===== config.mk =====
export PLATFORM = sky130hd
export DESIGN_NAME = epoch_seconds_to_bcd_date_unit_flat
export DESIGN_NICKNAME = d
export VERILOG_FILES = /design/src/rtl/esbd_pkg.sv /design/src/rtl/esbd_if.sv /design/src/rtl/epoch_seconds_to_bcd_date_unit.sv /design/src/flat_wrapper.sv
export SDC_FILE = /design/constraint.sdc
export NUM_CORES = 1
export LEC_CHECK = 0
export ABC_AREA = 1
export ABC_CLOCK_PERIOD_IN_PS = 6300
export BUFFER_PORTS_ARGS = -buffer_cell sky130_fd_sc_hd__buf_2
export CORE_MARGIN = 2
export CORE_UTILIZATION = 60
export CTS_CLUSTER_SIZE = 14
export DETAILED_ROUTE_END_ITERATION = 8
export GPL_TIMING_DRIVEN = 0
export PLACE_DENSITY = 0.88
export SKIP_CTS_REPAIR_TIMING = 1
export SYNTH_ARGS = -nofsm -noshare
export SYNTH_HDL_FRONTEND = slang
export SYNTH_SLANG_ARGS = --single-unit

===== constraint.sdc =====
create_clock -name clk_i -period 6.3 [get_ports clk_i]
set_input_delay 0.315 -clock clk_i [delete_from_list [all_inputs] [get_ports clk_i]]
set_output_delay 0.315 -clock clk_i [all_outputs]
set_load 0.05 [all_outputs]

===== src/rtl/esbd_pkg.sv =====
`timescale 1ns / 1ps
// ----------------------------------------------------------------------------
// esbd_pkg
// Types, constants, microcode program and helpers for the epoch seconds to
// BCD calendar date converter.
// ----------------------------------------------------------------------------
package esbd_pkg;

  localparam int unsigned SecsWidth = 32;

  localparam logic [SecsWidth-1:0] SecsLeapYear   = 32'd31622400;
  localparam logic [SecsWidth-1:0] SecsCommonYear = 32'd31536000;
  localparam logic [SecsWidth-1:0] SecsDay        = 32'd86400;
  localparam logic [SecsWidth-1:0] SecsHour       = 32'd3600;
  localparam logic [SecsWidth-1:0] SecsMinute     = 32'd60;
  localparam logic [SecsWidth-1:0] EpochEndSecs   = 32'd4102444800;

  // Year offset from 1970 at which the century turns to 20xx.
  localparam logic [7:0] CenturyTurnOffset = 8'd30;

  typedef enum logic [1:0] {
    OP_TEST_RANGE = 2'd0,
    OP_TAKE       = 2'd1,
    OP_EMIT       = 2'd2
  } op_e;

  typedef enum logic [2:0] {
    SEL_YEAR   = 3'd0,
    SEL_MONTH  = 3'd1,
    SEL_DAY    = 3'd2,
    SEL_HOUR   = 3'd3,
    SEL_MINUTE = 3'd4
  } sel_e;

  localparam int unsigned ProgLen = 7;
  localparam int unsigned PcWidth = $clog2(ProgLen);

  typedef logic [PcWidth-1:0] pc_t;

  typedef struct packed {
    op_e  op;
    sel_e sel;
    pc_t  target;
  } ucode_t;

  localparam pc_t PcFirst = pc_t'(0);
  localparam pc_t PcEmit  = pc_t'(6);

  // Microcode: TEST jumps to target when out of range; TAKE jumps to target
  // (itself) while the unit still fits in the remainder; EMIT waits for the
  // output register, then ends the transaction.
  function automatic ucode_t ucode_rom(input pc_t pc);
    ucode_t w;
    unique case (pc)
      pc_t'(0): w = '{op: OP_TEST_RANGE, sel: SEL_YEAR,   target: PcEmit};
      pc_t'(1): w = '{op: OP_TAKE,       sel: SEL_YEAR,   target: pc_t'(1)};
      pc_t'(2): w = '{op: OP_TAKE,       sel: SEL_MONTH,  target: pc_t'(2)};
      pc_t'(3): w = '{op: OP_TAKE,       sel: SEL_DAY,    target: pc_t'(3)};
      pc_t'(4): w = '{op: OP_TAKE,       sel: SEL_HOUR,   target: pc_t'(4)};
      pc_t'(5): w = '{op: OP_TAKE,       sel: SEL_MINUTE, target: pc_t'(5)};
      default:  w = '{op: OP_EMIT,       sel: SEL_YEAR,   target: PcFirst};
    endcase
    return w;
  endfunction

  // Seconds in month m (0 = January).
  function automatic logic [SecsWidth-1:0] month_secs(input logic [3:0] m,
                                                      input logic leap);
    logic [SecsWidth-1:0] s;
    unique case (m)
      4'd1:                      s = leap ? 32'd2505600 : 32'd2419200;
      4'd3, 4'd5, 4'd8, 4'd10:   s = 32'd2592000;
      default:                   s = 32'd2678400;
    endcase
    return s;
  endfunction

  // Two BCD digits of a value below 100.
  function automatic logic [7:0] to_bcd2(input logic [6:0] v);
    logic [3:0] tens;
    logic [6:0] ones;
    tens = 4'd0;
    for (int i = 1; i < 10; i++) begin
      if (v >= 7'(10 * i)) tens = 4'(i);
    end
    ones = v - 7'(tens * 10);
    return {tens, ones[3:0]};
  endfunction

endpackage


===== src/rtl/esbd_if.sv =====
`timescale 1ns / 1ps
// ----------------------------------------------------------------------------
// esbd_in_if / esbd_out_if
// Valid/ready channels carrying input seconds and BCD date results.
// ----------------------------------------------------------------------------
interface esbd_in_if;
  logic        valid;
  logic        ready;
  logic [31:0] seconds_since_epoch;

  modport source (output valid, output seconds_since_epoch, input ready);
  modport sink   (input valid, input seconds_since_epoch, output ready);
endinterface

interface esbd_out_if;
  logic        valid;
  logic        ready;
  logic [13:0] year_bcd;
  logic [4:0]  month_bcd;
  logic [5:0]  day_bcd;
  logic [5:0]  hour_bcd;
  logic [6:0]  minute_bcd;
  logic [6:0]  second_bcd;
  logic        out_of_range;

  modport source (output valid, output year_bcd, output month_bcd, output day_bcd,
                  output hour_bcd, output minute_bcd, output second_bcd,
                  output out_of_range, input ready);
  modport sink   (input valid, input year_bcd, input month_bcd, input day_bcd,
                  input hour_bcd, input minute_bcd, input second_bcd,
                  input out_of_range, output ready);
endinterface


===== src/rtl/epoch_seconds_to_bcd_date_unit.sv =====
// An out-of-range input skips from the range test straight to the emit step.
// Throughput: one transaction at a time; the subtract loop of the microcode
// sequencer takes one year, month, day, hour or minute per cycle.
// The next transaction is accepted while a result waits in the output register.
// Reset clears the sequencer and the output valid; no memory to clear.
`timescale 1ns / 1ps
// ----------------------------------------------------------------------------
// epoch_seconds_to_bcd_date_unit
// Converts seconds since 1970-01-01 to packed BCD date and time with a
// microcoded subtract-and-count sequencer.
// ----------------------------------------------------------------------------
module epoch_seconds_to_bcd_date_unit
  import esbd_pkg::*;
(
  input  logic clk_i,
  input  logic rst_ni,
  esbd_in_if.sink    in_i,
  esbd_out_if.source out_o
);

  logic                 busy_q, busy_d;
  pc_t                  pc_q, pc_d;
  logic                 oor_q;
  logic [SecsWidth-1:0] rem_q, rem_d;
  logic [7:0]           year_q, year_d;
  logic [3:0]           month_q, month_d;
  logic [4:0]           day_q, day_d;
  logic [4:0]           hour_q, hour_d;
  logic [5:0]           minute_q, minute_d;

  logic        out_valid_q, out_valid_d;
  logic [13:0] out_year_q;
  logic [4:0]  out_month_q;
  logic [5:0]  out_day_q;
  logic [5:0]  out_hour_q;
  logic [6:0]  out_minute_q;
  logic [6:0]  out_second_q;
  logic        out_oor_q;

  ucode_t               uw;
  logic                 leap;
  logic [SecsWidth-1:0] unit_len;
  logic                 fits;
  logic                 in_fire;
  logic                 emit;
  logic [7:0]           year_lo;
  logic [7:0]           year_hi_bcd;
  logic [7:0]           month_bcd, day_bcd, hour_bcd, minute_bcd, second_bcd;

  assign uw      = ucode_rom(pc_q);
  assign leap    = (year_q[1:0] == 2'd2);
  assign in_fire = in_i.valid && in_i.ready;
  assign in_i.ready = !busy_q;

  always_comb begin
    unique case (uw.sel)
      SEL_YEAR:   unit_len = leap ? SecsLeapYear : SecsCommonYear;
      SEL_MONTH:  unit_len = month_secs(month_q, leap);
      SEL_DAY:    unit_len = SecsDay;
      SEL_HOUR:   unit_len = SecsHour;
      SEL_MINUTE: unit_len = SecsMinute;
      default:    unit_len = SecsDay;
    endcase
  end

  assign fits = (rem_q >= unit_len);
  assign emit = busy_q && (uw.op == OP_EMIT) && (!out_valid_q || out_o.ready);

  always_comb begin
    busy_d   = busy_q;
    pc_d     = pc_q;
    rem_d    = rem_q;
    year_d   = year_q;
    month_d  = month_q;
    day_d    = day_q;
    hour_d   = hour_q;
    minute_d = minute_q;
    if (!busy_q) begin
      if (in_fire) begin
        busy_d   = 1'b1;
        pc_d     = PcFirst;
        rem_d    = in_i.seconds_since_epoch;
        year_d   = '0;
        month_d  = '0;
        day_d    = '0;
        hour_d   = '0;
        minute_d = '0;
      end
    end else begin
      unique case (uw.op)
        OP_TEST_RANGE: pc_d = oor_q ? uw.target : pc_q + pc_t'(1);
        OP_TAKE: begin
          if (fits) begin
            pc_d  = uw.target;
            rem_d = rem_q - unit_len;
            unique case (uw.sel)
              SEL_YEAR:   year_d   = year_q + 8'd1;
              SEL_MONTH:  month_d  = month_q + 4'd1;
              SEL_DAY:    day_d    = day_q + 5'd1;
              SEL_HOUR:   hour_d   = hour_q + 5'd1;
              SEL_MINUTE: minute_d = minute_q + 6'd1;
              default:    year_d   = year_q;
            endcase
          end else begin
            pc_d = pc_q + pc_t'(1);
          end
        end
        OP_EMIT: begin
          if (emit) begin
            busy_d = 1'b0;
            pc_d   = uw.target;
          end
        end
        default: pc_d = PcFirst;
      endcase
    end
  end

  always_ff @(posedge clk_i or negedge rst_ni) begin
    if (!rst_ni) begin
      busy_q <= 1'b0;
      pc_q   <= PcFirst;
    end else begin
      busy_q <= busy_d;
      pc_q   <= pc_d;
    end
  end

  always_ff @(posedge clk_i) begin
    if (in_fire) oor_q <= (in_i.seconds_since_epoch >= EpochEndSecs);
    rem_q    <= rem_d;
    year_q   <= year_d;
    month_q  <= month_d;
    day_q    <= day_d;
    hour_q   <= hour_d;
    minute_q <= minute_d;
  end

  // BCD formatting of the counters
  assign year_lo     = (year_q >= CenturyTurnOffset) ? year_q - CenturyTurnOffset
                                                     : year_q + 8'd70;
  assign year_hi_bcd = (year_q >= CenturyTurnOffset) ? 8'h20 : 8'h19;
  assign month_bcd   = to_bcd2(7'(month_q) + 7'd1);
  assign day_bcd     = to_bcd2(7'(day_q) + 7'd1);
  assign hour_bcd    = to_bcd2(7'(hour_q));
  assign minute_bcd  = to_bcd2(7'(minute_q));
  assign second_bcd  = to_bcd2(rem_q[6:0]);

  always_comb begin
    out_valid_d = out_valid_q;
    if (out_valid_q && out_o.ready) out_valid_d = 1'b0;
    if (emit) out_valid_d = 1'b1;
  end

  always_ff @(posedge clk_i or negedge rst_ni) begin
    if (!rst_ni) begin
      out_valid_q <= 1'b0;
    end else begin
      out_valid_q <= out_valid_d;
    end
  end

  always_ff @(posedge clk_i) begin
    if (emit) begin
      out_oor_q <= oor_q;
      if (oor_q) begin
        out_year_q   <= '0;
        out_month_q  <= '0;
        out_day_q    <= '0;
        out_hour_q   <= '0;
        out_minute_q <= '0;
        out_second_q <= '0;
      end else begin
        out_year_q   <= {year_hi_bcd[5:0], to_bcd2(year_lo[6:0])};
        out_month_q  <= month_bcd[4:0];
        out_day_q    <= day_bcd[5:0];
        out_hour_q   <= hour_bcd[5:0];
        out_minute_q <= minute_bcd[6:0];
        out_second_q <= second_bcd[6:0];
      end
    end
  end

  assign out_o.valid        = out_valid_q;
  assign out_o.year_bcd     = out_year_q;
  assign out_o.month_bcd    = out_month_q;
  assign out_o.day_bcd      = out_day_q;
  assign out_o.hour_bcd     = out_hour_q;
  assign out_o.minute_bcd   = out_minute_q;
  assign out_o.second_bcd   = out_second_q;
  assign out_o.out_of_range = out_oor_q;

`ifndef NO_ASSERTIONS
  a_rise_after_emit : assert property (@(posedge clk_i) disable iff (!rst_ni)
    $rose(out_valid_q) |-> $past(busy_q))
    else $error("result raised without a transaction in flight");

  a_oor_zero : assert property (@(posedge clk_i) disable iff (!rst_ni)
    (out_valid_q && out_oor_q) |-> (out_year_q == '0 && out_month_q == '0 &&
      out_day_q == '0 && out_hour_q == '0 && out_minute_q == '0 &&
      out_second_q == '0))
    else $error("out-of-range result carries nonzero fields");

  a_pc_bound : assert property (@(posedge clk_i) disable iff (!rst_ni)
    busy_q |-> (pc_q <= PcEmit))
    else $error("sequencer ran past the program");

  a_month_bound : assert property (@(posedge clk_i) disable iff (!rst_ni)
    (busy_q && !oor_q && pc_q > pc_t'(1)) |-> (month_q <= 4'd11))
    else $error("month counter overran");

  a_done_frees : assert property (@(posedge clk_i) disable iff (!rst_ni)
    emit |=> (!busy_q && out_valid_q))
    else $error("emit step did not hand off the result");
`endif

endmodule


===== src/flat_wrapper.sv =====
// flat-port wrapper written by rule: the top's interface ports become plain ports
module epoch_seconds_to_bcd_date_unit_flat import esbd_pkg::*;
  (clk_i, rst_ni, in_i_valid, in_i_seconds_since_epoch, in_i_ready, out_o_valid, out_o_year_bcd, out_o_month_bcd, out_o_day_bcd, out_o_hour_bcd, out_o_minute_bcd, out_o_second_bcd, out_o_out_of_range, out_o_ready);
  esbd_in_if in_i_i ();
  esbd_out_if out_o_i ();
  input  logic clk_i;
  input  logic rst_ni;
  input wire logic [$bits(in_i_i.valid)-1:0] in_i_valid;
  input wire logic [$bits(in_i_i.seconds_since_epoch)-1:0] in_i_seconds_since_epoch;
  output wire logic [$bits(in_i_i.ready)-1:0] in_i_ready;
  output wire logic [$bits(out_o_i.valid)-1:0] out_o_valid;
  output wire logic [$bits(out_o_i.year_bcd)-1:0] out_o_year_bcd;
  output wire logic [$bits(out_o_i.month_bcd)-1:0] out_o_month_bcd;
  output wire logic [$bits(out_o_i.day_bcd)-1:0] out_o_day_bcd;
  output wire logic [$bits(out_o_i.hour_bcd)-1:0] out_o_hour_bcd;
  output wire logic [$bits(out_o_i.minute_bcd)-1:0] out_o_minute_bcd;
  output wire logic [$bits(out_o_i.second_bcd)-1:0] out_o_second_bcd;
  output wire logic [$bits(out_o_i.out_of_range)-1:0] out_o_out_of_range;
  input wire logic [$bits(out_o_i.ready)-1:0] out_o_ready;
  assign in_i_i.valid = in_i_valid;
  assign in_i_i.seconds_since_epoch = in_i_seconds_since_epoch;
  assign in_i_ready = in_i_i.ready;
  assign out_o_valid = out_o_i.valid;
  assign out_o_year_bcd = out_o_i.year_bcd;
  assign out_o_month_bcd = out_o_i.month_bcd;
  assign out_o_day_bcd = out_o_i.day_bcd;
  assign out_o_hour_bcd = out_o_i.hour_bcd;
  assign out_o_minute_bcd = out_o_i.minute_bcd;
  assign out_o_second_bcd = out_o_i.second_bcd;
  assign out_o_out_of_range = out_o_i.out_of_range;
  assign out_o_i.ready = out_o_ready;
  epoch_seconds_to_bcd_date_unit u_core (.clk_i(clk_i), .rst_ni(rst_ni), .in_i(in_i_i), .out_o(out_o_i));
endmodule

==> out/results.ini <==
[outcome]
status = finished clean

[worst_setup_path]
critPathKind = reg -> reg
cp-end-kind = register
worstPathRequired_ns = 6.29
cp.arrival_ns = 5.03
cp-start-kind = register
critPathMaxFanout = 8

[floorplanning]
start_util_pct = 61.8
die_w_um = 118
rows = 41
fp.dieH_um = 118
core_sq_um = 12700
io_pins = 84
die-area_sq_um = 14000

[route]
drc = 0
via_count = 7104
totalWireLength_um = 19000
wl_per_cell_um = 15.0
via_per_inst = 5.61
drtPass1Iterations = 6
ant_nets = 0
drt_iter0_drc = 512

[grt]
grtUsageTotal_pct = 27.4
grt_pass1_vias = 6686
grt_start_max_net_pins = 24
grt_antenna_before_repair = 0
grt_pass1_wl_um = 30600
globalRouteOverflowTotal = 0

[timing]
grt_setup_unrepaired = no
min_period_ns = 5.04
fin_crit_sh_pct = 80.0
tightest_slew_ns = 0.870
max_clock_freq_mhz = 198
slew_headroom_pct = 41.7
setup_ws_ns = 1.26
finClkSkew_ns = 0.00767
slew_viol_final = 0
hold_violations = 0
setup_viol = 0

[logic_synthesis]
netlist_top_cells_count = 203 x nand2_1, 142 x inv_1, 135 x nor2_1
synth_cell_type_count = 51
yosysSeqAreaShare_pct = 41.1
syn_area_sq_um = 7830
syn_inst = 994
synth_area_per_cell_sq_um = 7.88
synth.top_cell.area_share_pct = 39.5
yosys_warnings = 0
yosysMostFrequentCell = nand2_1
synth_area_leaders = edfxtp_1 40%, nand2_1 9.7%, ha_1 7.5%
yosysTopAreaCell = edfxtp_1
ys_ff_latch = 108
synthFlopType = edfxtp_1
synthArstFlopShare_pct = 4.63
synth_edf_count = 103

[final_layout]
area_growth_pct = 12.9
fillers = 1017
num_antenna_cells = 0
fin_util_pct = 69.7
nets = 1181
drive_gt1_share_pct = 12.4

[placed_design]
hpwl_um = 14600
portBuffers = 81
place.gp.congestion = 0.925
dpl_worst_slack_ns = 1.46

[job]
drv_cap = 0

[hold_path]
worstHoldPathType = in -> reg

[clock_network]
cts.sinks = 108
insertion_delay_ns = 0.36
cts_tree = built
clockBufferDepth = 2
cts_root_buffer = clkbuf_16
clk_pin_slew_ns = 0.07
numCtsBuffers = 9
h-tree-depth = 3

## cells in the final DEF, fill, tap and decap left out, types with 2 or more instances in the layout
cell type and count:
nor3_1 22, xnor2_1 11, xor2_1 13, o21ai_2 2, o21bai_1 4, nand3_1 56, buf_16 2, nand2_1 203
dfrtp_1 5, nor2_4 4, o21a_1 5, nor2_1 134, a21o_1 2, fa_1 8, o211ai_1 4, buf_4 4
or2_2 8, conb_1 2, buf_2 81, a211oi_1 5, clkbuf_1 19, inv_2 7, nand4_1 15, nand2_2 2
a31oi_1 15, a21oi_1 56, o21ai_0 63, o21ai_1 6, nand3b_1 2, nand2_4 2, clkbuf_16 9, edfxtp_1 103
inv_1 142, nor4_1 5, ha_1 47
## routing by layer
| layer | global-route usage [%] | up-vias | wire, um | part of all wire (%) |
|---|---|---|---|---|
| met4 | 12.6 | 0 | 685 | 3.6 |
| met1 | 33.4 | 3231 | 7740 | 41 |
| met5 | 0 | - | 0 | 0 |
| met3 | 3.38 | 59 | 1250 | 6.6 |
| met2 | 48.2 | 298 | 9350 | 49 |
| li1 | - | 3516 | - | - |
## critical path: stages, from the launching register on
cell and delay (ns):
dfrtp_1 0.41, inv_1 0.11, ha_1 0.26, nand2_1 0.11
nand2_2 0.10, nor3_4 0.22, inv_2 0.14, nor2_4 0.12
inv_2 0.06, nand2_4 0.09, nand2_1 0.18, inv_1 0.14
nand3_1 0.13, nand2_1 0.09, nor2_1 0.08, ha_1 0.34
inv_1 0.06, nor2_1 0.26, nand2_1 0.14, nor2_1 0.18
o21ai_1 0.17, nand3_1 0.16, nand2_1 0.14, nand3_1 0.16
o21ai_0 0.20, nor2_1 0.62
## state kept, by name, indices dropped and copies added, names as in the netlist, 3 cells and up
register and count:
u_core.rem_q 32, u_core.out_o.year_bcd 10, u_core.year_q 8, u_core.out_o.minute_bcd 7
u_core.out_o.second_bcd 7, u_core.minute_q 6, u_core.out_o.day_bcd 6, u_core.out_o.hour_bcd 6
u_core.day_q 5, u_core.hour_q 5, u_core.out_o.month_bcd 5, u_core.month_q 4
u_core.pc_q 3
## area by class of cell
cell class / instances / area (sq um) / area share [%]
Timing Repair Buffer: 84 / 470 / 5.32
Buffer: 23 / 109 / 1.23
Tap cell: 172 / 215 / 2.44
Inverter: 150 / 563 / 6.37
Sequential cell: 108 / 3220 / 36.4
Clock buffer: 10 / 229 / 2.59
Multi-Input combinational cell: 714 / 3960 / 44.8
Clock inverter: 6 / 71.3 / 0.807
## kinds of logic (layout without fill, tap and decap cells)
| logic type | count (synthesis) | count (layout) | share of synthesized area, % |
|---|---|---|---|
| AOI/OAI and AO/OA | 173 | 173 | 12.5 |
| xor gates and xnor gates | 25 | 25 | 2.89 |
| adders and majority gates | 55 | 55 | 9.56 |
| buffers and inverters | 173 | 273 | 8.58 |
| DFF | 108 | 108 | 41.1 |
| other | 1 | 2 | 0.0479 |
| and+or+nand+nor | 459 | 459 | 25.3 |
## through the flow
step	cells	TNS [ns]	area, sq um	hold WS, ns
global route	1267	0	8840	0.182
floorplan	995	0	7830	0.0194
CTS	1266	0	8830	-0.218
finish	1267	0	8840	0.173
detailed placement	1250	0	8530	0.152
global placement	1248	-0.254	8450	0.163
## worst paths after layout
kind	cells after the start	start	slack, ns	to
max in group asynchronous	2	rst_ni	5.78	u_core.busy_q
setup reg to reg	25	u_core.pc_q[0]	1.26	u_core.year_q[7]
hold reg to reg	2	u_core.pc_q[0]	0.57	u_core.pc_q[0]
min in group asynchronous	2	rst_ni	0.36	u_core.out_o.valid
hold / removal	2	out_o_ready	0.17	u_core.out_o.valid
setup / recovery	25	u_core.pc_q[0]	1.26	u_core.year_q[7]
Power is not shown: default switching activity piles up to over one toggle a cycle in this logic, so the estimate is an artifact.
